## src/design/idtc_pkg.sv

```systemverilog
package idtc_pkg;

	localparam int CHAN_W  = 8;
	localparam int SUM_W   = 10;
	localparam int THR_W   = 10;
	localparam int PCT_W   = 14;
	localparam int TOTAL_W = 25;
	localparam int ADDR_W  = 3;
	localparam int DATA_W  = 32;

	localparam logic [CHAN_W-1:0] CHAN_MAX         = 8'd255;
	localparam logic [CHAN_W-1:0] BRIGHTEN         = 8'd100;
	localparam logic [PCT_W-1:0]  SCALE_HUNDREDTHS = 14'd10000;

	// register index, taken from paddr[2]
	localparam logic REG_THRESHOLD = 1'b0;

	typedef enum logic [1:0] {
		ST_IDLE,
		ST_MUL,
		ST_DIV,
		ST_HOLD
	} idtc_state_t;

	typedef struct packed {
		logic take_pix;
		logic mul_en;
		logic div_en;
		logic hold;
	} idtc_ctrl_t;

	function automatic logic [CHAN_W-1:0] abs_diff(input logic [CHAN_W-1:0] a,
		input logic [CHAN_W-1:0] b);
		logic [CHAN_W-1:0] r;
		if (a >= b) begin
			r = a - b;
		end else begin
			r = b - a;
		end
		return r;
	endfunction

	function automatic logic [CHAN_W-1:0] brighten(input logic [CHAN_W-1:0] d);
		logic [CHAN_W:0] s;
		logic [CHAN_W-1:0] r;
		s = {1'b0, d} + {1'b0, BRIGHTEN};
		if (s > {1'b0, CHAN_MAX}) begin
			r = CHAN_MAX;
		end else begin
			r = s[CHAN_W-1:0];
		end
		return r;
	endfunction

endpackage

```

## src/design/idtc_if.sv

```systemverilog
interface idtc_pix_if;
	import idtc_pkg::*;
	logic              valid;
	logic              ready;
	logic [CHAN_W-1:0] test_red;
	logic [CHAN_W-1:0] test_green;
	logic [CHAN_W-1:0] test_blue;
	logic [CHAN_W-1:0] ref_red;
	logic [CHAN_W-1:0] ref_green;
	logic [CHAN_W-1:0] ref_blue;
	logic              last_pixel;

	modport source (output valid, test_red, test_green, test_blue,
		ref_red, ref_green, ref_blue, last_pixel, input ready);
	modport sink (input valid, test_red, test_green, test_blue,
		ref_red, ref_green, ref_blue, last_pixel, output ready);
endinterface

interface idtc_res_if;
	import idtc_pkg::*;
	logic               valid;
	logic               ready;
	logic [CHAN_W-1:0]  diff_red;
	logic [CHAN_W-1:0]  diff_green;
	logic [CHAN_W-1:0]  diff_blue;
	logic               pixel_differs;
	logic               frame_done;
	logic [TOTAL_W-1:0] differing_total;
	logic [PCT_W-1:0]   percent_hundredths;
	logic               frame_failed;

	modport source (output valid, diff_red, diff_green, diff_blue, pixel_differs,
		frame_done, differing_total, percent_hundredths, frame_failed, input ready);
	modport sink (input valid, diff_red, diff_green, diff_blue, pixel_differs,
		frame_done, differing_total, percent_hundredths, frame_failed, output ready);
endinterface

```

## src/design/image_difference_threshold_counter.sv

```systemverilog
// Ordinary pixel: accepted in IDLE and held in HOLD until the output register is free to take it.
// Last pixel: a multiply (count * 10000), then a restoring divider that retires one
// quotient bit per cycle on one shared subtractor; then HOLD as for an ordinary pixel.
// The output register lets the next pixel enter while a result beat waits on res.
// arst_n clears the state machine, both counters, the threshold and res.valid; no clear pass.
module image_difference_threshold_counter import idtc_pkg::*; #(
	parameter int unsigned MAX_FRAME_PIXELS = 16777216
) (
	input  logic              clk,
	input  logic              arst_n,
	idtc_pix_if.sink          pix,
	idtc_res_if.source        res,
	input  logic              psel,
	input  logic              penable,
	input  logic              pwrite,
	input  logic [ADDR_W-1:0] paddr,
	input  logic [DATA_W-1:0] pwdata,
	output logic [DATA_W-1:0] prdata,
	output logic              pready
);

	// counters hold 0..MAX_FRAME_PIXELS
	localparam int CNT_W  = $clog2(MAX_FRAME_PIXELS + 1);
	localparam int NUM_W  = CNT_W + PCT_W;
	localparam int STEP_W = $clog2(PCT_W);
	localparam logic [CNT_W-1:0]  CNT_MAX   = CNT_W'(MAX_FRAME_PIXELS);
	localparam logic [STEP_W-1:0] LAST_STEP = STEP_W'(PCT_W - 1);

	idtc_state_t state_q, state_d;
	idtc_ctrl_t  ctrl;

	logic [THR_W-1:0] threshold_q;
	logic [CNT_W-1:0] pcnt_q, dcnt_q;

	// ---------------------------------------------------------------
	// APB register port: one register, index taken from paddr[2]
	// ---------------------------------------------------------------
	logic cfg_wr;
	assign pready = 1'b1;
	assign cfg_wr = psel && penable && pwrite;

	always_ff @(posedge clk or negedge arst_n) begin
		if (!arst_n) begin
			threshold_q <= '0;
		end else if (cfg_wr && paddr[2] == REG_THRESHOLD) begin
			threshold_q <= pwdata[THR_W-1:0];
		end
	end

	always_comb begin
		prdata = '0;
		if (paddr[2] == REG_THRESHOLD) begin
			prdata = DATA_W'(threshold_q);
		end
	end

	// ---------------------------------------------------------------
	// Per-pixel datapath, evaluated in the accept cycle
	// ---------------------------------------------------------------
	logic [CHAN_W-1:0] dr, dg, db;
	logic [SUM_W-1:0]  dsum;
	logic              differs;
	logic [CNT_W-1:0]  pcnt_n, dcnt_inc, dcnt_n;
	logic              accept;

	assign accept = pix.valid && ctrl.take_pix;
	assign pix.ready = ctrl.take_pix;

	always_comb begin
		dr      = abs_diff(pix.test_red,   pix.ref_red);
		dg      = abs_diff(pix.test_green, pix.ref_green);
		db      = abs_diff(pix.test_blue,  pix.ref_blue);
		dsum    = SUM_W'(dr) + SUM_W'(dg) + SUM_W'(db);
		differs = dsum > threshold_q;
		// saturating counts; differing never passes the pixel count
		pcnt_n   = (pcnt_q >= CNT_MAX) ? CNT_MAX : pcnt_q + 1'b1;
		dcnt_inc = dcnt_q;
		if (differs) begin
			dcnt_inc = (dcnt_q >= CNT_MAX) ? CNT_MAX : dcnt_q + 1'b1;
		end
		dcnt_n = (dcnt_inc > pcnt_n) ? pcnt_n : dcnt_inc;
	end

	always_ff @(posedge clk or negedge arst_n) begin
		if (!arst_n) begin
			pcnt_q <= '0;
			dcnt_q <= '0;
		end else if (accept) begin
			if (pix.last_pixel) begin
				pcnt_q <= '0;
				dcnt_q <= '0;
			end else begin
				pcnt_q <= pcnt_n;
				dcnt_q <= dcnt_n;
			end
		end
	end

	// pending result, waiting for the divider and then for the output register
	logic [CHAN_W-1:0]  hr_q, hg_q, hb_q;
	logic               hdiff_q, hlast_q;
	logic [TOTAL_W-1:0] htotal_q;

	// divider: rem_q starts as the numerator, den_q walks down from pixels << 13
	logic [NUM_W-1:0]  rem_q, den_q;
	logic [PCT_W-1:0]  quo_q;
	logic [STEP_W-1:0] step_q;
	logic [NUM_W:0]    trial;
	logic              fits;

	assign trial = {1'b0, rem_q} - {1'b0, den_q};
	assign fits  = !trial[NUM_W];

	always_ff @(posedge clk) begin
		if (accept) begin
			hr_q    <= differs ? brighten(dr) : dr;
			hg_q    <= differs ? brighten(dg) : dg;
			hb_q    <= differs ? brighten(db) : db;
			hdiff_q <= differs;
			hlast_q <= pix.last_pixel;
			htotal_q <= pix.last_pixel ? TOTAL_W'(dcnt_n) : '0;
			rem_q   <= NUM_W'(dcnt_n);
			den_q   <= NUM_W'(pcnt_n) << (PCT_W - 1);
			quo_q   <= '0;
			step_q  <= LAST_STEP;
		end else if (ctrl.mul_en) begin
			// count * 10000, at most CNT_W x 14 bits
			rem_q <= NUM_W'(rem_q[CNT_W-1:0]) * NUM_W'(SCALE_HUNDREDTHS);
		end else if (ctrl.div_en) begin
			if (fits) begin
				rem_q <= trial[NUM_W-1:0];
			end
			quo_q  <= {quo_q[PCT_W-2:0], fits};
			den_q  <= den_q >> 1;
			step_q <= step_q - 1'b1;
		end
	end

	// ---------------------------------------------------------------
	// Sequencer
	// ---------------------------------------------------------------
	logic out_free;
	logic res_valid_q;
	assign out_free = !res_valid_q || res.ready;

	always_ff @(posedge clk or negedge arst_n) begin
		if (!arst_n) begin
			state_q <= ST_IDLE;
		end else begin
			state_q <= state_d;
		end
	end

	always_comb begin
		state_d = state_q;
		unique case (state_q)
			ST_IDLE: begin
				if (pix.valid) begin
					state_d = pix.last_pixel ? ST_MUL : ST_HOLD;
				end
			end
			ST_MUL: begin
				state_d = ST_DIV;
			end
			ST_DIV: begin
				if (step_q == '0) begin
					state_d = ST_HOLD;
				end
			end
			ST_HOLD: begin
				if (out_free) begin
					state_d = ST_IDLE;
				end
			end
			default: state_d = ST_IDLE;
		endcase
	end

	always_comb begin
		ctrl = '0;
		unique case (state_q)
			ST_IDLE: ctrl.take_pix = 1'b1;
			ST_MUL:  ctrl.mul_en   = 1'b1;
			ST_DIV:  ctrl.div_en   = 1'b1;
			ST_HOLD: ctrl.hold     = 1'b1;
			default: ctrl = '0;
		endcase
	end

	// ---------------------------------------------------------------
	// Output register
	// ---------------------------------------------------------------
	logic load_out;
	assign load_out = ctrl.hold && out_free;

	always_ff @(posedge clk or negedge arst_n) begin
		if (!arst_n) begin
			res_valid_q <= 1'b0;
		end else if (load_out) begin
			res_valid_q <= 1'b1;
		end else if (res.ready) begin
			res_valid_q <= 1'b0;
		end
	end

	logic [CHAN_W-1:0]  or_q, og_q, ob_q;
	logic               odiff_q, olast_q, ofail_q;
	logic [TOTAL_W-1:0] ototal_q;
	logic [PCT_W-1:0]   opct_q;

	always_ff @(posedge clk) begin
		if (load_out) begin
			or_q     <= hr_q;
			og_q     <= hg_q;
			ob_q     <= hb_q;
			odiff_q  <= hdiff_q;
			olast_q  <= hlast_q;
			ototal_q <= htotal_q;
			opct_q   <= quo_q;
			ofail_q  <= hlast_q && (quo_q != '0);
		end
	end

	assign res.valid              = res_valid_q;
	assign res.diff_red           = or_q;
	assign res.diff_green         = og_q;
	assign res.diff_blue          = ob_q;
	assign res.pixel_differs      = odiff_q;
	assign res.frame_done         = olast_q;
	assign res.differing_total    = ototal_q;
	assign res.percent_hundredths = opct_q;
	assign res.frame_failed       = ofail_q;

endmodule

```

## src/flat_wrapper.sv

```systemverilog
// flat-port wrapper written by rule: the top's interface ports become plain ports
module image_difference_threshold_counter_flat import idtc_pkg::*;
#(
	parameter int unsigned MAX_FRAME_PIXELS = 16777216
)
  (clk, arst_n, psel, penable, pwrite, paddr, pwdata, prdata, pready, pix_valid, pix_test_red, pix_test_green, pix_test_blue, pix_ref_red, pix_ref_green, pix_ref_blue, pix_last_pixel, pix_ready, res_valid, res_diff_red, res_diff_green, res_diff_blue, res_pixel_differs, res_frame_done, res_differing_total, res_percent_hundredths, res_frame_failed, res_ready);
  idtc_pix_if pix_i ();
  idtc_res_if res_i ();
  input  logic clk;
  input  logic arst_n;
  input  logic psel;
  input  logic penable;
  input  logic pwrite;
  input  logic [ADDR_W-1:0] paddr;
  input  logic [DATA_W-1:0] pwdata;
  output logic [DATA_W-1:0] prdata;
  output logic pready;
  input wire logic [$bits(pix_i.valid)-1:0] pix_valid;
  input wire logic [$bits(pix_i.test_red)-1:0] pix_test_red;
  input wire logic [$bits(pix_i.test_green)-1:0] pix_test_green;
  input wire logic [$bits(pix_i.test_blue)-1:0] pix_test_blue;
  input wire logic [$bits(pix_i.ref_red)-1:0] pix_ref_red;
  input wire logic [$bits(pix_i.ref_green)-1:0] pix_ref_green;
  input wire logic [$bits(pix_i.ref_blue)-1:0] pix_ref_blue;
  input wire logic [$bits(pix_i.last_pixel)-1:0] pix_last_pixel;
  output wire logic [$bits(pix_i.ready)-1:0] pix_ready;
  output wire logic [$bits(res_i.valid)-1:0] res_valid;
  output wire logic [$bits(res_i.diff_red)-1:0] res_diff_red;
  output wire logic [$bits(res_i.diff_green)-1:0] res_diff_green;
  output wire logic [$bits(res_i.diff_blue)-1:0] res_diff_blue;
  output wire logic [$bits(res_i.pixel_differs)-1:0] res_pixel_differs;
  output wire logic [$bits(res_i.frame_done)-1:0] res_frame_done;
  output wire logic [$bits(res_i.differing_total)-1:0] res_differing_total;
  output wire logic [$bits(res_i.percent_hundredths)-1:0] res_percent_hundredths;
  output wire logic [$bits(res_i.frame_failed)-1:0] res_frame_failed;
  input wire logic [$bits(res_i.ready)-1:0] res_ready;
  assign pix_i.valid = pix_valid;
  assign pix_i.test_red = pix_test_red;
  assign pix_i.test_green = pix_test_green;
  assign pix_i.test_blue = pix_test_blue;
  assign pix_i.ref_red = pix_ref_red;
  assign pix_i.ref_green = pix_ref_green;
  assign pix_i.ref_blue = pix_ref_blue;
  assign pix_i.last_pixel = pix_last_pixel;
  assign pix_ready = pix_i.ready;
  assign res_valid = res_i.valid;
  assign res_diff_red = res_i.diff_red;
  assign res_diff_green = res_i.diff_green;
  assign res_diff_blue = res_i.diff_blue;
  assign res_pixel_differs = res_i.pixel_differs;
  assign res_frame_done = res_i.frame_done;
  assign res_differing_total = res_i.differing_total;
  assign res_percent_hundredths = res_i.percent_hundredths;
  assign res_frame_failed = res_i.frame_failed;
  assign res_i.ready = res_ready;
  image_difference_threshold_counter #(.MAX_FRAME_PIXELS(MAX_FRAME_PIXELS)) u_core (.clk(clk), .arst_n(arst_n), .pix(pix_i), .res(res_i), .psel(psel), .penable(penable), .pwrite(pwrite), .paddr(paddr), .pwdata(pwdata), .prdata(prdata), .pready(pready));
endmodule
```

## config.mk

```make
export PLATFORM = sky130hd
export DESIGN_NAME = image_difference_threshold_counter_flat
export DESIGN_NICKNAME = d
export VERILOG_FILES = /design/src/design/idtc_pkg.sv /design/src/design/idtc_if.sv /design/src/design/image_difference_threshold_counter.sv /design/src/flat_wrapper.sv
export SDC_FILE = /design/constraint.sdc
export NUM_CORES = 1
export LEC_CHECK = 0
export BUFFER_PORTS_ARGS = -buffer_cell sky130_fd_sc_hd__buf_4
export CAP_MARGIN = 20
export CORE_ASPECT_RATIO = 0.9
export CORE_UTILIZATION = 55
export CTS_BUF_LIST = sky130_fd_sc_hd__clkbuf_16
export DETAILED_ROUTE_END_ITERATION = 10
export PLACE_DENSITY = 0.74
export SYNTH_ARGS = -nofsm -noshare
export SYNTH_HDL_FRONTEND = slang
export SYNTH_SLANG_ARGS = --single-unit
```

## constraint.sdc

```tcl
create_clock -name clk -period 6.81 [get_ports clk]
set_input_delay 0 -clock clk [delete_from_list [all_inputs] [get_ports clk]]
set_output_delay 0 -clock clk [all_outputs]
set_load 0.005 [all_outputs]
```

==> reports/summary.txt <==
Status: complete, no violations
Max Cap Viol: 0
Ys flop type: edfxtp_1
CP Max Fanout: 10
Initial Util: 56.4%
Final Slew Violations: 0
Die Footprint: 0.0417 sq mm
R2r setup slk: 0.92 ns
Largest family of logic cells by synthesized area: adder cells
Post-Route Skew: 0.0137 ns
Worst-Skew Late Latency: 0.58 ns
# DRC: 0
TritonCTS clock tree: yes
Commonest non-fill, non-tap cell in the layout: inv_1
EDFF count, synth: 167
#FFs+latches synth: 275
Final hold violation count: 0
Die X: 215 microns
Largest net degree at the start of global routing: 64
Setup Crit Path Kind: input pin to register
WL per Instance: 19.3 microns
Placed cell count: 3,271
Total Wirelength: 65,000 microns
Slowest cell on crit path: ha_2
Avg Vias per Cell: 5.79
Post-synth ARST share: 22.9%
Mux share of post-synthesis cell area: 3.99%
CP delay by family, top: compound AO/OA/AOI/OAI gates
Vias in the first global route: 18,800
Die Ht: 194 microns
RSZ-0062 raised after global routing: true
CP required: 7.12 ns
Count of final setup violators: 0
Adder-Cell Fraction of Synth Area: 20.1%
Share of cells above drive strength 1: 21.9%
Mapped cell area: 0.0225 sq mm
Max_slew headroom: 32.1%
IO buf count: 144
Final Non-Filler Cells: 3,366
Achievable Freq: 147 MHz
Post-route setup TNS: 0 ns
Mean Syn Cell Area: 9.14 sq um
Synth cell types: 102
Most frequent cells in the layout: inv_1, buf_4, ha_1
Worst reg2reg path depth: 19
Overflow after GRT: 0
Iter 0 DRT Violations: 1,887
XOR/XNOR Fraction of Synth Area: 4.03%
CP Depth: 38
Area of the core: 0.0399 sq mm
Layout area overhead: 22.8%
Startpoint class of the critical path: input pin
Most frequent cell on the critical path: buf_4
Clock sinks: 275
Hold path cells: 5
CP peak stage delay: 0.39 ns
Worst Hold Class: input pin to register
Top Ports: 192
Crit path buffers/inverters: 7
Min Hold Slack: 0.0598 ns
Tcrit/Tclk final: 99.9%
Simple-gate area share of the yosys netlist: 12.7%
Synth Warn #: 0
Critical Path Sink Type: register
First-pass GRT wire length: 99,600 microns
Post-synthesis compound-gate area fraction: 17.3%
Register area share after synthesis: 33.3%
Minimum clock period after layout: 6.80 ns
Row count: 69
Antenna Violating Nets Remaining: 0
Cells after Synth: 2,461
Gr usage total: 29.9%
DR vias: 19,500
DP Wirelength: 49,200 microns
Slew of the pin with the lowest slew margin: 1.01 ns
H-tree levels: 1
Crit path arrival time: 7.11 ns
TritonRoute pass-1 iters: 5
Nets@finish: 3,217
Root Buffer Master: clkbuf_16
Clock buffer depth: 3
RePlAce Congestion: 0.948
Initial antenna violation count: 2
Clock transition at the registers of the reported paths: 0.06 ns
Num CTS Buffers: 29
[flip-flops by register name, indices dropped and copies added (netlist names), 2 cells and up]
signal                         count
u_core.den_q                      38
u_core.quo_q                      14
u_core.res.diff_green              8
u_core.res.percent_hundredths     14
u_core.res.diff_red                8
u_core.hb_q                        8
u_core.res.diff_blue               8
u_core.pcnt_q                     25
u_core.threshold_q                10
u_core.dcnt_q                     25
u_core.state_q                     2
u_core.htotal_q                   25
u_core.hr_q                        8
u_core.hg_q                        8
u_core.rem_q                      39
u_core.step_q                      4
u_core.res.differing_total        25
[tightest hold or removal path: stages]
cell and delay [ns]:
buf_4 0.10, fa_1 0.15, mux2i_1 0.06, buf_4 0.15, nand2_1 0.05
[cell usage after synthesis (all sizes together) (23+ instances only)]
library cell	count	area share [%]
a211oi	27	0.96
a21o	48	1.6
a21oi	143	3.2
and3	23	0.66
buf	41	1.2
clkbuf	54	0.90
dfrtp	63	7.0
dfxtp	45	4.0
edfxtp	167	22
fa	70	6.2
ha	246	14
inv	386	6.4
mux2	23	1.2
mux2i	63	2.8
nand2	199	3.3
nand3	47	1.1
nand4	33	0.95
nor2	164	2.7
nor3	27	0.60
o211ai	33	1.1
o21a	29	1.0
o21ai	153	3.4
xnor2	52	2.2
xor2	48	1.9
[path summary, 6_finish.rpt]
kind	to	start
worst max register to register	u_core.rem_q[37]	u_core.rem_q[11]
worst max-delay path	u_core.rem_q[12]	pix_test_red[2]
min in group asynchronous	u_core.pcnt_q[21]	arst_n
worst min register to register	u_core.res.diff_red[6]	u_core.hr_q[6]
max in group asynchronous	u_core.dcnt_q[1]	arst_n
worst min-delay path	u_core.hb_q[1]	pix_test_blue[1]
[per-layer routing]
metal / global-route usage, % / vias to the layer above / wire length [microns]
li1: - / 9258 / -
met4: 11.3 / 2 / 2450
met1: 41.1 / 9379 / 28100
met5: 0 / - / 9
met2: 47.3 / 695 / 30000
met3: 5.16 / 152 / 4380
[per-stage QoR]
step,cell area [sq um],utilization [%],setup slack [ns]
after floorplan,22700,-,0.0130
after global placement,25600,64.1,-0.551
after detailed placement,25600,64.1,-0.933
after CTS,26700,67.0,0.00459
after global routing,27600,69.3,-0.325
final,27600,69.3,0.0101
[cell families after synthesis]
family / count (synthesis)
compound gates: 593
xor+xnor: 100
fa+ha+maj: 321
buf+inv: 483
flops: 275
mux: 86
other cells: 2
simple gates: 601
[layout make-up]
| type | count | area (sq um) |
|---|---|---|
| well taps | 532 | 666 |
| multi-input cells | 1724 | 14000 |
| repair buffers | 391 | 3080 |
| flip-flops and latches | 275 | 7490 |
| clock buffers | 29 | 726 |
| diodes | 1 | 2.50 |
| repair inverters | 1 | 7.51 |
| clock inverters | 25 | 248 |
| fillers | 3087 | 12200 |
| inverters | 388 | 1470 |
[repair_timing]
action	CTS	global route
resized for setup	13	175
pin swaps	2	52
endpoints found under the hold margin	90	0
setup endpoints to repair	75	75
cloned	0	3
setup buffers	0	23
hold buffers	15	0
Power is not shown: default switching activity piles up to over one toggle a cycle in this logic, so the estimate is an artifact.
